## src/design/kwl_pkg.sv

```systemverilog
// kwl_pkg: types, codes and character constants shared by the keyword token lexer
// no dependencies; imported by the lexer core, the result buffer and the top
`default_nettype none

package kwl_pkg;

    // lexer mode register
    typedef enum logic [1:0] {
        MODE_IDLE    = 2'd0,
        MODE_COMMENT = 2'd1,
        MODE_DATA    = 2'd2,
        MODE_WORD    = 2'd3
    } t_mode;

    // token kinds
    localparam logic [3:0] KIND_WORD    = 4'd0;
    localparam logic [3:0] KIND_TRIGGER = 4'd1;
    localparam logic [3:0] KIND_DATA    = 4'd2;
    localparam logic [3:0] KIND_COLON   = 4'd3;
    localparam logic [3:0] KIND_LESS    = 4'd4;
    localparam logic [3:0] KIND_EQUALS  = 4'd5;
    localparam logic [3:0] KIND_LBRACE  = 4'd6;
    localparam logic [3:0] KIND_RBRACE  = 4'd7;
    localparam logic [3:0] KIND_LPAREN  = 4'd8;
    localparam logic [3:0] KIND_RPAREN  = 4'd9;

    // status codes
    localparam logic [1:0] STAT_OK       = 2'd0;
    localparam logic [1:0] STAT_UNDEF    = 2'd1;
    localparam logic [1:0] STAT_UNTERM   = 2'd2;
    localparam logic [1:0] STAT_END      = 2'd3;

    // character codes
    localparam logic [7:0] CH_END     = 8'h00;
    localparam logic [7:0] CH_HASH    = 8'h23;
    localparam logic [7:0] CH_QUOTE   = 8'h27;
    localparam logic [7:0] CH_NEWLINE = 8'h0A;
    localparam logic [7:0] CH_COLON   = 8'h3A;
    localparam logic [7:0] CH_LESS    = 8'h3C;
    localparam logic [7:0] CH_EQUALS  = 8'h3D;
    localparam logic [7:0] CH_LBRACE  = 8'h7B;
    localparam logic [7:0] CH_RBRACE  = 8'h7D;
    localparam logic [7:0] CH_LPAREN  = 8'h28;
    localparam logic [7:0] CH_RPAREN  = 8'h29;
    localparam logic [7:0] CH_UNDER   = 8'h5F;
    localparam logic [7:0] CH_SPACE   = 8'h20;
    localparam logic [7:0] CH_TAB     = 8'h09;
    localparam logic [7:0] CH_CR      = 8'h0D;

    // keyword length
    localparam logic [2:0] KW_LEN = 3'd7;

    // one result beat
    typedef struct packed {
        logic [3:0] kind;
        logic [7:0] text_byte;
        logic       has_byte;
        logic       token_done;
        logic [1:0] status;
        logic       result_last;
    } t_result;

    // everything the core hands to the result buffer for one input byte
    typedef struct packed {
        logic [1:0] count;
        t_result    res0;
        t_result    res1;
    } t_step_out;

    // keyword "trigger", one character per position
    function automatic logic [7:0] kw_char(input logic [2:0] idx);
        logic [7:0] ch;
        case (idx)
            3'd0:    ch = 8'h74; // t
            3'd1:    ch = 8'h72; // r
            3'd2:    ch = 8'h69; // i
            3'd3:    ch = 8'h67; // g
            3'd4:    ch = 8'h67; // g
            3'd5:    ch = 8'h65; // e
            3'd6:    ch = 8'h72; // r
            default: ch = 8'h00;
        endcase
        return ch;
    endfunction

    function automatic logic is_letter(input logic [7:0] c);
        return ((c >= 8'h41) && (c <= 8'h5A)) || ((c >= 8'h61) && (c <= 8'h7A));
    endfunction

    function automatic logic is_digit(input logic [7:0] c);
        return (c >= 8'h30) && (c <= 8'h39);
    endfunction

    function automatic logic is_space(input logic [7:0] c);
        return (c == CH_SPACE) || ((c >= CH_TAB) && (c <= CH_CR));
    endfunction

endpackage

`default_nettype wire

```

## src/design/kwl_if.sv

```systemverilog
// kwl_if: valid/ready channel interfaces for source bytes and token results
// no dependencies
`default_nettype none

interface kwl_char_if;
    logic       valid;
    logic       ready;
    logic [7:0] char_code;

    modport source (output valid, output char_code, input ready);
    modport sink   (input valid, input char_code, output ready);
endinterface

interface kwl_token_if;
    logic       valid;
    logic       ready;
    logic [3:0] kind;
    logic [7:0] text_byte;
    logic       has_byte;
    logic       token_done;
    logic [1:0] status;
    logic       result_last;

    modport source (output valid, output kind, output text_byte, output has_byte,
                    output token_done, output status, output result_last, input ready);
    modport sink   (input valid, input kind, input text_byte, input has_byte,
                    input token_done, input status, input result_last, output ready);
endinterface

`default_nettype wire

```

## src/design/kwl_lexer_core.sv

```systemverilog
// kwl_lexer_core: lexer mode and keyword matcher registers plus the per-byte step logic
// depends on kwl_pkg
`default_nettype none

module kwl_lexer_core (
    input  wire logic               i_clk,
    input  wire logic               i_rst_n,
    input  wire logic               i_accept,
    input  wire logic [7:0]         i_char_code,
    output kwl_pkg::t_step_out      o_step
);
    import kwl_pkg::*;

    typedef struct packed {
        t_mode      mode;
        logic [2:0] cnt;
        logic       mism;
    } t_lex_state;

    typedef struct packed {
        t_lex_state st;
        logic       emit;
        t_result    res;
    } t_idle_out;

    localparam t_lex_state ST_CLEAR = '{mode: MODE_IDLE, cnt: 3'd0, mism: 1'b0};

    t_lex_state r_st;
    t_lex_state n_st;

    function automatic t_result mk_res(input logic [3:0] kind, input logic [7:0] b,
                                       input logic hb, input logic done,
                                       input logic [1:0] stat);
        t_result r;
        r.kind        = kind;
        r.text_byte   = b;
        r.has_byte    = hb;
        r.token_done  = done;
        r.status      = stat;
        r.result_last = 1'b0;
        return r;
    endfunction

    // keyword matcher advance
    function automatic t_lex_state match_byte(input t_lex_state s, input logic [7:0] c);
        t_lex_state o;
        o = s;
        if (!s.mism && (s.cnt < KW_LEN) && (c == kw_char(s.cnt))) begin
            o.cnt = s.cnt + 3'd1;
        end else begin
            o.mism = 1'b1;
        end
        return o;
    endfunction

    // operator kind; valid flag in bit 4
    function automatic logic [4:0] op_kind(input logic [7:0] c);
        logic [4:0] k;
        case (c)
            CH_COLON:  k = {1'b1, KIND_COLON};
            CH_LESS:   k = {1'b1, KIND_LESS};
            CH_EQUALS: k = {1'b1, KIND_EQUALS};
            CH_LBRACE: k = {1'b1, KIND_LBRACE};
            CH_RBRACE: k = {1'b1, KIND_RBRACE};
            CH_LPAREN: k = {1'b1, KIND_LPAREN};
            CH_RPAREN: k = {1'b1, KIND_RPAREN};
            default:   k = 5'd0;
        endcase
        return k;
    endfunction

    // handling of one byte starting from idle
    function automatic t_idle_out idle_step(input t_lex_state s, input logic [7:0] c);
        t_idle_out o;
        logic [4:0] op;
        op     = op_kind(c);
        o.st   = s;
        o.emit = 1'b0;
        o.res  = mk_res(KIND_WORD, 8'd0, 1'b0, 1'b0, STAT_OK);
        if (c == CH_END) begin
            o.st   = ST_CLEAR;
            o.emit = 1'b1;
            o.res  = mk_res(KIND_WORD, 8'd0, 1'b0, 1'b0, STAT_END);
        end else if (c == CH_HASH) begin
            o.st.mode = MODE_COMMENT;
        end else if (c == CH_QUOTE) begin
            o.st.mode = MODE_DATA;
        end else if (is_letter(c) || (c == CH_UNDER)) begin
            o.st   = match_byte('{mode: MODE_WORD, cnt: 3'd0, mism: 1'b0}, c);
            o.emit = 1'b1;
            o.res  = mk_res(KIND_WORD, c, 1'b1, 1'b0, STAT_OK);
        end else if (op[4]) begin
            o.emit = 1'b1;
            o.res  = mk_res(op[3:0], c, 1'b1, 1'b1, STAT_OK);
        end else if (is_space(c)) begin
            o.emit = 1'b0;
        end else begin
            o.st   = ST_CLEAR;
            o.emit = 1'b1;
            o.res  = mk_res(KIND_WORD, 8'd0, 1'b0, 1'b0, STAT_UNDEF);
        end
        return o;
    endfunction

    // step logic for the current mode
    always_comb begin
        t_idle_out io;
        logic [3:0] wkind;
        io    = idle_step(ST_CLEAR, i_char_code);
        wkind = KIND_WORD;
        n_st  = r_st;
        o_step.count = 2'd0;
        o_step.res0  = mk_res(KIND_WORD, 8'd0, 1'b0, 1'b0, STAT_OK);
        o_step.res1  = mk_res(KIND_WORD, 8'd0, 1'b0, 1'b0, STAT_OK);
        unique case (r_st.mode)
            MODE_COMMENT: begin
                if (i_char_code == CH_NEWLINE) begin
                    n_st.mode = MODE_IDLE;
                end else if (i_char_code == CH_END) begin
                    n_st         = ST_CLEAR;
                    o_step.count = 2'd1;
                    o_step.res0  = mk_res(KIND_WORD, 8'd0, 1'b0, 1'b0, STAT_END);
                end
            end
            MODE_DATA: begin
                o_step.count = 2'd1;
                if (i_char_code == CH_END) begin
                    n_st        = ST_CLEAR;
                    o_step.res0 = mk_res(KIND_WORD, 8'd0, 1'b0, 1'b0, STAT_UNTERM);
                end else if (i_char_code == CH_QUOTE) begin
                    n_st.mode   = MODE_IDLE;
                    o_step.res0 = mk_res(KIND_DATA, 8'd0, 1'b0, 1'b1, STAT_OK);
                end else begin
                    o_step.res0 = mk_res(KIND_DATA, i_char_code, 1'b1, 1'b0, STAT_OK);
                end
            end
            MODE_WORD: begin
                if (is_letter(i_char_code) || is_digit(i_char_code) ||
                    (i_char_code == CH_UNDER)) begin
                    n_st         = match_byte(r_st, i_char_code);
                    o_step.count = 2'd1;
                    o_step.res0  = mk_res(KIND_WORD, i_char_code, 1'b1, 1'b0, STAT_OK);
                end else begin
                    // close the word, then treat the byte from idle
                    if (!r_st.mism && (r_st.cnt == KW_LEN)) begin
                        wkind = KIND_TRIGGER;
                    end
                    o_step.res0  = mk_res(wkind, 8'd0, 1'b0, 1'b1, STAT_OK);
                    n_st         = io.st;
                    o_step.res1  = io.res;
                    o_step.count = io.emit ? 2'd2 : 2'd1;
                end
            end
            MODE_IDLE: begin
                io           = idle_step(r_st, i_char_code);
                n_st         = io.st;
                o_step.res0  = io.res;
                o_step.count = io.emit ? 2'd1 : 2'd0;
            end
            default: begin
                n_st = ST_CLEAR;
            end
        endcase
        // mark the last result of this byte
        if (o_step.count == 2'd1) begin
            o_step.res0.result_last = 1'b1;
        end
        if (o_step.count == 2'd2) begin
            o_step.res1.result_last = 1'b1;
        end
    end

    // state register
    always_ff @(posedge i_clk) begin
        if (!i_rst_n) begin
            r_st <= ST_CLEAR;
        end else if (i_accept) begin
            r_st <= n_st;
        end
    end

endmodule

`default_nettype wire

```

## src/design/kwl_result_buf.sv

```systemverilog
// kwl_result_buf: two-slot result register that holds the beats of one source byte
// depends on kwl_pkg
`default_nettype none

module kwl_result_buf (
    input  wire logic               i_clk,
    input  wire logic               i_rst_n,
    input  wire logic               i_load,
    input  wire kwl_pkg::t_step_out i_step,
    input  wire logic               i_pop_ready,
    output logic                    o_can_load,
    output logic                    o_valid,
    output kwl_pkg::t_result        o_res
);
    import kwl_pkg::*;

    logic [1:0] r_cnt;
    logic [1:0] n_cnt;
    t_result    r_slot0;
    t_result    r_slot1;
    logic       pop;

    assign o_valid = (r_cnt != 2'd0);
    assign o_res   = r_slot0;
    assign pop     = o_valid && i_pop_ready;

    // a new byte may load once the buffer drains in this cycle
    assign o_can_load = (r_cnt == 2'd0) || ((r_cnt == 2'd1) && i_pop_ready);

    // occupancy
    always_comb begin
        n_cnt = r_cnt;
        if (i_load) begin
            n_cnt = i_step.count;
        end else if (pop) begin
            n_cnt = r_cnt - 2'd1;
        end
    end

    always_ff @(posedge i_clk) begin
        if (!i_rst_n) begin
            r_cnt <= 2'd0;
        end else begin
            r_cnt <= n_cnt;
        end
    end

    // result slots
    always_ff @(posedge i_clk) begin
        if (i_load) begin
            r_slot0 <= i_step.res0;
            r_slot1 <= i_step.res1;
        end else if (pop) begin
            r_slot0 <= r_slot1;
        end
    end

endmodule

`default_nettype wire

```

## src/design/keyword_token_lexer.sv

```systemverilog
// keyword_token_lexer: one source byte per beat in, token result beats out
// output: an accepted byte's first result beat is registered and offered the cycle after
// throughput: one byte per cycle while results are taken; a byte with two results stalls input
// reset: synchronous active-low; lexer returns to idle with the keyword matcher cleared
// depends on kwl_pkg, kwl_if, kwl_lexer_core, kwl_result_buf
`default_nettype none

module keyword_token_lexer (
    input  wire logic       i_clk,
    input  wire logic       i_rst_n,
    kwl_char_if.sink        i_char,
    kwl_token_if.source     o_tok
);
    import kwl_pkg::*;

    logic      can_load;
    logic      accept;
    t_step_out step;
    t_result   res;

    assign i_char.ready = can_load;
    assign accept       = i_char.valid && can_load;

    // mode and keyword matcher
    kwl_lexer_core u_core (
        .i_clk       (i_clk),
        .i_rst_n     (i_rst_n),
        .i_accept    (accept),
        .i_char_code (i_char.char_code),
        .o_step      (step)
    );

    // result register
    kwl_result_buf u_buf (
        .i_clk       (i_clk),
        .i_rst_n     (i_rst_n),
        .i_load      (accept),
        .i_step      (step),
        .i_pop_ready (o_tok.ready),
        .o_can_load  (can_load),
        .o_valid     (o_tok.valid),
        .o_res       (res)
    );

    assign o_tok.kind        = res.kind;
    assign o_tok.text_byte   = res.text_byte;
    assign o_tok.has_byte    = res.has_byte;
    assign o_tok.token_done  = res.token_done;
    assign o_tok.status      = res.status;
    assign o_tok.result_last = res.result_last;

endmodule

`default_nettype wire

```

## src/flat_wrapper.sv

```systemverilog
// flat-port wrapper written by rule: the top's interface ports become plain ports
module keyword_token_lexer_flat import kwl_pkg::*;
  (i_clk, i_rst_n, i_char_valid, i_char_char_code, i_char_ready, o_tok_valid, o_tok_kind, o_tok_text_byte, o_tok_has_byte, o_tok_token_done, o_tok_status, o_tok_result_last, o_tok_ready);
  kwl_char_if i_char_i ();
  kwl_token_if o_tok_i ();
  input  wire logic i_clk;
  input  wire logic i_rst_n;
  input wire logic [$bits(i_char_i.valid)-1:0] i_char_valid;
  input wire logic [$bits(i_char_i.char_code)-1:0] i_char_char_code;
  output wire logic [$bits(i_char_i.ready)-1:0] i_char_ready;
  output wire logic [$bits(o_tok_i.valid)-1:0] o_tok_valid;
  output wire logic [$bits(o_tok_i.kind)-1:0] o_tok_kind;
  output wire logic [$bits(o_tok_i.text_byte)-1:0] o_tok_text_byte;
  output wire logic [$bits(o_tok_i.has_byte)-1:0] o_tok_has_byte;
  output wire logic [$bits(o_tok_i.token_done)-1:0] o_tok_token_done;
  output wire logic [$bits(o_tok_i.status)-1:0] o_tok_status;
  output wire logic [$bits(o_tok_i.result_last)-1:0] o_tok_result_last;
  input wire logic [$bits(o_tok_i.ready)-1:0] o_tok_ready;
  assign i_char_i.valid = i_char_valid;
  assign i_char_i.char_code = i_char_char_code;
  assign i_char_ready = i_char_i.ready;
  assign o_tok_valid = o_tok_i.valid;
  assign o_tok_kind = o_tok_i.kind;
  assign o_tok_text_byte = o_tok_i.text_byte;
  assign o_tok_has_byte = o_tok_i.has_byte;
  assign o_tok_token_done = o_tok_i.token_done;
  assign o_tok_status = o_tok_i.status;
  assign o_tok_result_last = o_tok_i.result_last;
  assign o_tok_i.ready = o_tok_ready;
  keyword_token_lexer u_core (.i_clk(i_clk), .i_rst_n(i_rst_n), .i_char(i_char_i), .o_tok(o_tok_i));
endmodule
```

## config.mk

```make
export PLATFORM = sky130hd
export DESIGN_NAME = keyword_token_lexer_flat
export DESIGN_NICKNAME = d
export VERILOG_FILES = /design/src/design/kwl_pkg.sv /design/src/design/kwl_if.sv /design/src/design/kwl_lexer_core.sv /design/src/design/kwl_result_buf.sv /design/src/design/keyword_token_lexer.sv /design/src/flat_wrapper.sv
export SDC_FILE = /design/constraint.sdc
export NUM_CORES = 1
export LEC_CHECK = 0
export ABC_AREA = 1
export BUFFER_PORTS_ARGS = -buffer_cell sky130_fd_sc_hd__buf_2
export CORE_UTILIZATION = 30
export CTS_BUF_LIST = sky130_fd_sc_hd__clkbuf_2
export DETAILED_ROUTE_END_ITERATION = 6
export HOLD_SLACK_MARGIN = 0.08
export RECOVER_POWER = 25
export SLEW_MARGIN = 20
export SYNTH_ARGS = -nofsm -noshare
export SYNTH_HDL_FRONTEND = slang
export SYNTH_SLANG_ARGS = --single-unit
export TNS_END_PERCENT = 10
```

## constraint.sdc

```tcl
create_clock -name i_clk -period 2.51 [get_ports i_clk]
set_clock_uncertainty 0.2 [all_clocks]
set_input_delay 0.6275 -clock i_clk [delete_from_list [all_inputs] [get_ports i_clk]]
set_output_delay 0.6275 -clock i_clk [all_outputs]
set_load 0.005 [all_outputs]
```

After elaboration in Yosys (flattened, before gate mapping)
Cells that the tools add are included.
- magnitude comparators: 9
- add/sub/neg operators: 2
- shifts and indexed selects: 0
- bitwise logic cells: 1
- divide/modulo/power cells: 0
- equal/unequal tests: 42
- reductions and logical operators: 31
- $mul: 0
- multiplexer cells: 59
- operators by type and width (operator ; number):
    2-to-1 mux 24 bit ; 5
    2-to-1 mux 22 bit ; 4
    one-hot mux 19 bit (4 select lines) ; 1
    2-to-1 mux 18 bit ; 4
    == test 8 x 6 -> 1 bit (second input constant) ; 8
    2-to-1 mux 8 bit ; 7
    one-hot mux 5 bit (7 select lines) ; 1
    one-hot mux 7 bit (5 select lines) ; 1
    2-to-1 mux 17 bit ; 2
    == test 8 x 7 -> 1 bit (second input constant) ; 3
    == test 8 bit ; 3
    2-to-1 mux 6 bit ; 4
    one-hot mux 6 bit (4 select lines) ; 1
    2-to-1 mux 2 bit ; 11
    2-to-1 mux 19 bit ; 1
    != test 3 bit (second input constant) ; 6
    AND reduction 9 bit ; 2
    >= comparator 8 x 7 -> 1 bit (second input constant) ; 2
    <= comparator 8 x 7 -> 1 bit (second input constant) ; 2
    2-to-1 mux 15 bit ; 1
    2-to-1 mux 13 bit ; 1
    == test 3 bit (second input constant) ; 4
    != test 6 bit (second input constant) ; 2
    2-to-1 mux 1 bit ; 11
    29 further kinds ; 57
- bits in latches: 0
- memory bits (read-only): 0
- input bits: 12
- logic and storage cells: 160
- memories kept: 0
- memory bits (writable): 0
- register bits after elaboration: 42

Longest topological paths before layout
- depth after elaboration: 21
- mapped depth: 17

Cells and area by module
Synthesis repeated with hierarchy kept, for this count alone.
- cell total of the unflattened synthesis: 386
- area, all modules: 2867.8 µm²
- modules (own cells, without submodules) (module ; instances ; area an instance (µm²) ; cells each):
    kwl_lexer_core ; 1 ; 1453.9 ; 268
    kwl_result_buf ; 1 ; 1406.3 ; 116
    keyword_token_lexer ; 1 ; 7.5 ; 2

Least setup slack after synthesis
OpenSTA, ideal clock, no wires.
- path kind: in2reg
- from: input o_tok_ready
- to: register u_core.u_core.r_st[3] (netlist bit)
- arrival time: 1.934 ns
- stages on the path: 9
- library setup time: 0.114 ns
- path slack: 0.262 ns
- path buffers: 0
- path through: nand2_1 nand2_1 nand2_1 inv_1 nand3_1 nor2_4 nand2_2 nor2_1 nor2_2
- longest elaborated chain between the ends: 4
- RTL lines (what ; RTL line ; source):
    start: declaration ; flat_wrapper.sv:18 ; input wire logic [$bits(o_tok_i.ready)-1:0] o_tok_ready;
    logical AND 1 bit ; kwl_result_buf.sv:28 ; assign o_can_load = (r_cnt == 2'd0) || ((r_cnt == 2'd1) && i_pop_ready);
    logical OR 1 bit ; kwl_result_buf.sv:28 ;
    net i_char_ready ; flat_wrapper.sv:10 ; output wire logic [$bits(i_char_i.ready)-1:0] i_char_ready;
    logical AND 1 bit ; keyword_token_lexer.sv:22 ; assign accept = i_char.valid && can_load;
    net u_core.accept ; keyword_token_lexer.sv:17 ; logic accept;
    AND reduction 9 bit (no line) ; - ;
    end signal: assignment ; kwl_lexer_core.sv:178 ; r_st <= n_st;
    end: declaration ; kwl_lexer_core.sv:28 ; t_lex_state r_st;
The timed path passes the listed nets, and every way through them passes these cells.
A chain may end at the register's enable or synchronous reset.

Worst setup path after layout
- from: register u_core.u_core.r_st[1] (netlist bit)
- to: register u_core.u_core.r_st[3] (netlist bit)
- longest elaborated chain between the ends: 9
- elaborated cells on any way between the ends: 22
- classes of those cells: add/sub: 1; order compare: 1; eq/ne: 8; mux: 6; reduce/logical: 6
- RTL lines (what ; RTL line ; source):
    == test 3 bit (tied with other cells) ; kwl_pkg.sv:73 ; case (idx)
    OR reduction 2 bit (no line) ; - ;
    one-hot mux 7 bit (5 select lines) ; kwl_pkg.sv:73 ;
    2-to-1 mux 8 bit ; kwl_lexer_core.sv:138 ; if (is_letter(i_char_code) || is_digit(i_char_code) ||
    2-to-1 mux 8 bit ; kwl_lexer_core.sv:115 ; unique case (r_st.mode)
    == test 8 bit ; kwl_lexer_core.sv:48 ; if (!s.mism && (s.cnt < KW_LEN) && (c == kw_char(s.cnt))) begin
    logical AND 1 bit ; kwl_lexer_core.sv:48 ;
    != test 3 bit (no line) ; - ;
    AND reduction 9 bit (no line) ; - ;
Several ways; a longest one is shown, not always the timed one. The select of a mux whose other input is x is not followed.

==> out/results.ini <==
[status]
status=finished, final reports clean

[place]
port_buffers=30
gp_congestion=0.912
dp_hpwl_um=5080
dpl_cell_area_mm2=0.00310

[finish]
fill_cells=938
drive_gt1_share_pct=22.4
n_antenna_cell=0
areaGrowthSynthToFinish_pct=13.4
utilization_pct=35.5
final_nets=406
fin_area_mm2=0.00311

[setup_path]
timing.rr.start=u_core.u_core.r_st[1]
worstPathRequired_ns=2.66
cp_slowest_cell=dfxtp_1
cp_slowest_stage_delay_ns=0.47
critical_path_class=flip-flop to flip-flop
critPathArrivalTime_ns=2.48
crit_path_end_kind=flip-flop
start_kind=flip-flop
startpoint=u_core.u_core.r_st[1]
crit_top_cell=nand2_1
worstPathMaxFanout=5
crit_chain=inv_1 -> ha_1 -> inv_1 -> nand2_1 -> o21ai_0 -> nand2_1 -> nand2_1 -> nand2_1 -> nand2_1 -> nand2_1 -> nor2_1 -> nand2_1 -> nand2_1 -> nand2_2 -> nor2_1 -> nor2_2

[sta]
fin_crit_ns=2.33
fmax_ghz=0.429
finalSetupTns_ns=0
slew_violations=0
grt_setup_unrepaired=no
timing.final.hold_violations=0
setup_violations=0
min_period_over_period_pct=92.9

[drt]
drtIter0Drc=102
detail_route.first_pass.iterations=4
drtAntennaViolNets=0
drt-wirelength-per-cell_um=12.9
viasPerCell=4.77
wl_um=6330
route.vias.total=2346
route.detailed.drc=0

[flow_run]
drv_cap=0

[logic_synthesis]
synthTopCellsByArea=edfxtp_1 (37%), nand2_1 (12%), dfxtp_1 (5.8%), ha_1 (5.0%), nor2_1 (4.9%)
synth-simple-area-share_pct=35.2
synth_warnings=0
synth_compound_area_share_pct=10.1
yosys_most_used_dff=edfxtp_1
synth-seq-cells=42
ys_types=34
yosysMostFrequentCell=nand2_1
seq_area_frac_synth_pct=43.1
synth_top_area_share_pct=37.3
synth-adder-area-share_pct=5.02
syn_nets=363
synth_top_family_by_area=simple AND/OR/NAND/NOR gates
synth_common_cells=nand2_1 (89), nor2_1 (36), edfxtp_1 (34), inv_1 (34), nand3_1 (25)
syn_inst=340
synth_top_area_cell=edfxtp_1
avgSynthCellArea_um2=8.06
synth_area_mm2=0.00274
synth_edf_count=34
synth_xor_area_share_pct=0
async_flop_share_pct=0
muxShareOfSynthArea_pct=0

[clock_tree]
holdBufCountCts=0
cts_tree=yes
cts.sinks=42
post_cts_buffers=0
clkLatencyLatePin_ns=0.41
ctsHtreeMaxLevel=2
numCtsBuffers=5
cts_resized=0
root_buffer=clkbuf_2
path_clk_slew_ns=0.23
clock_path_buffers=2

[floorplanning]
die-height_um=97.6
initial_utilization_pct=31.3
die_w_um=97.6
num_io_pins=31
rows=34
core_area_mm2=0.00876
die_area_mm2=0.00952

[global_route]
grt_pass1_vias=2389
grt_pass1_wl_um=10900
grt_max_degree=23
grt_usage_pct=14.2
overflow=0
antenna_found_initial=0

[power]
power_density_mw_per_mm2=959
ir_drop_mv=0.314
leakagePower_uw=0.00140

[worst_hold_path]
min_from=u_core.u_buf.r_cnt[1]
hp-class=flip-flop to flip-flop

[cell families (layout without fill, tap and decap cells)]
logic type               Yosys count  after routing
flip-flops                        42             42
buffers and inverters             46             90
adder cells (fa/ha/maj)           11             11
other                              1              1
AO/OA/AOI/OAI                     43             43
AND/OR/NAND/NOR                  197            197
[sequential cells by signal, summed over array words and instances (netlist names)]
name / cells
u_core.u_buf.o_res: 17
u_core.u_core.r_st: 6
u_core.u_buf.r_cnt: 2
u_core.u_buf.r_slot1: 17
[power by group]
part / internal, µW / total (µW) / switching (µW)
clock: 63.5 / 293 / 230
combinational: 538 / 1470 / 930
sequential: 1100 / 1220 / 122
[cell usage in the layout, fill, tap and decap left out, types with 8 or more instances in the layout]
cell type and n:
nand2_1 89, dfxtp_1 8, o21ai_0 11, buf_4 9
nor2_1 37, nand2_2 15, buf_2 22, a21oi_1 14
nand3_1 27, edfxtp_1 34, clkbuf_1 8, inv_1 35
ha_1 11
[layer usage]
metal | GRT usage [%] | routed length, µm | vias to the layer above | part of all wire, %
li1 | - | - | 1202 | -
met1 | 17.0 | 2930 | 1086 | 46
met2 | 25.1 | 3030 | 49 | 48
met3 | 2.73 | 249 | 9 | 3.9
met4 | 4.98 | 116 | 0 | 1.8
met5 | 0 | 0 | - | 0
[final timing paths]
check | slack, ns | cells after the start | to
max reg2reg | 0.18 | 16 | u_core.u_core.r_st[3]
max | 0.18 | 16 | u_core.u_core.r_st[3]
min | 0.27 | 2 | u_core.u_buf.r_cnt[1]
min reg2reg | 0.27 | 2 | u_core.u_buf.r_cnt[1]
[per-stage QoR]
step | setup WS [ns] | hold WS (ns) | power, µW | std cells
CTS | 0.224 | 0.279 | 3040 | 492
finish | 0.177 | 0.274 | 2980 | 492
global placement | 0.0217 | 0.256 | 2710 | 484
floorplan | 0.262 | 0.244 | 2240 | 340
global route | 0.0305 | 0.286 | 3260 | 492
detailed placement | 0.0122 | 0.255 | 2740 | 484
[layout make-up]
class                   instances  area, µm²  area share (%)
inverters                      42        158            5.07
repair buffers                 40        228            7.33
well taps                     108        135            4.35
clock buffers                   5       25.0           0.805
clock inverters                 3       16.3           0.524
multi-input cells             252       1360            43.9
flip-flops and latches         42       1180            38.0
[worst max-delay path: cells and delay by family (launching register included)]
kind	cells	cell delay, ns
buf+inv	2	0.17
simple gates	12	1.05
compound gates	1	0.12
fa+ha+maj	1	0.26
flops	1	0.47
Note: power is estimated with default switching activity, not from simulation.
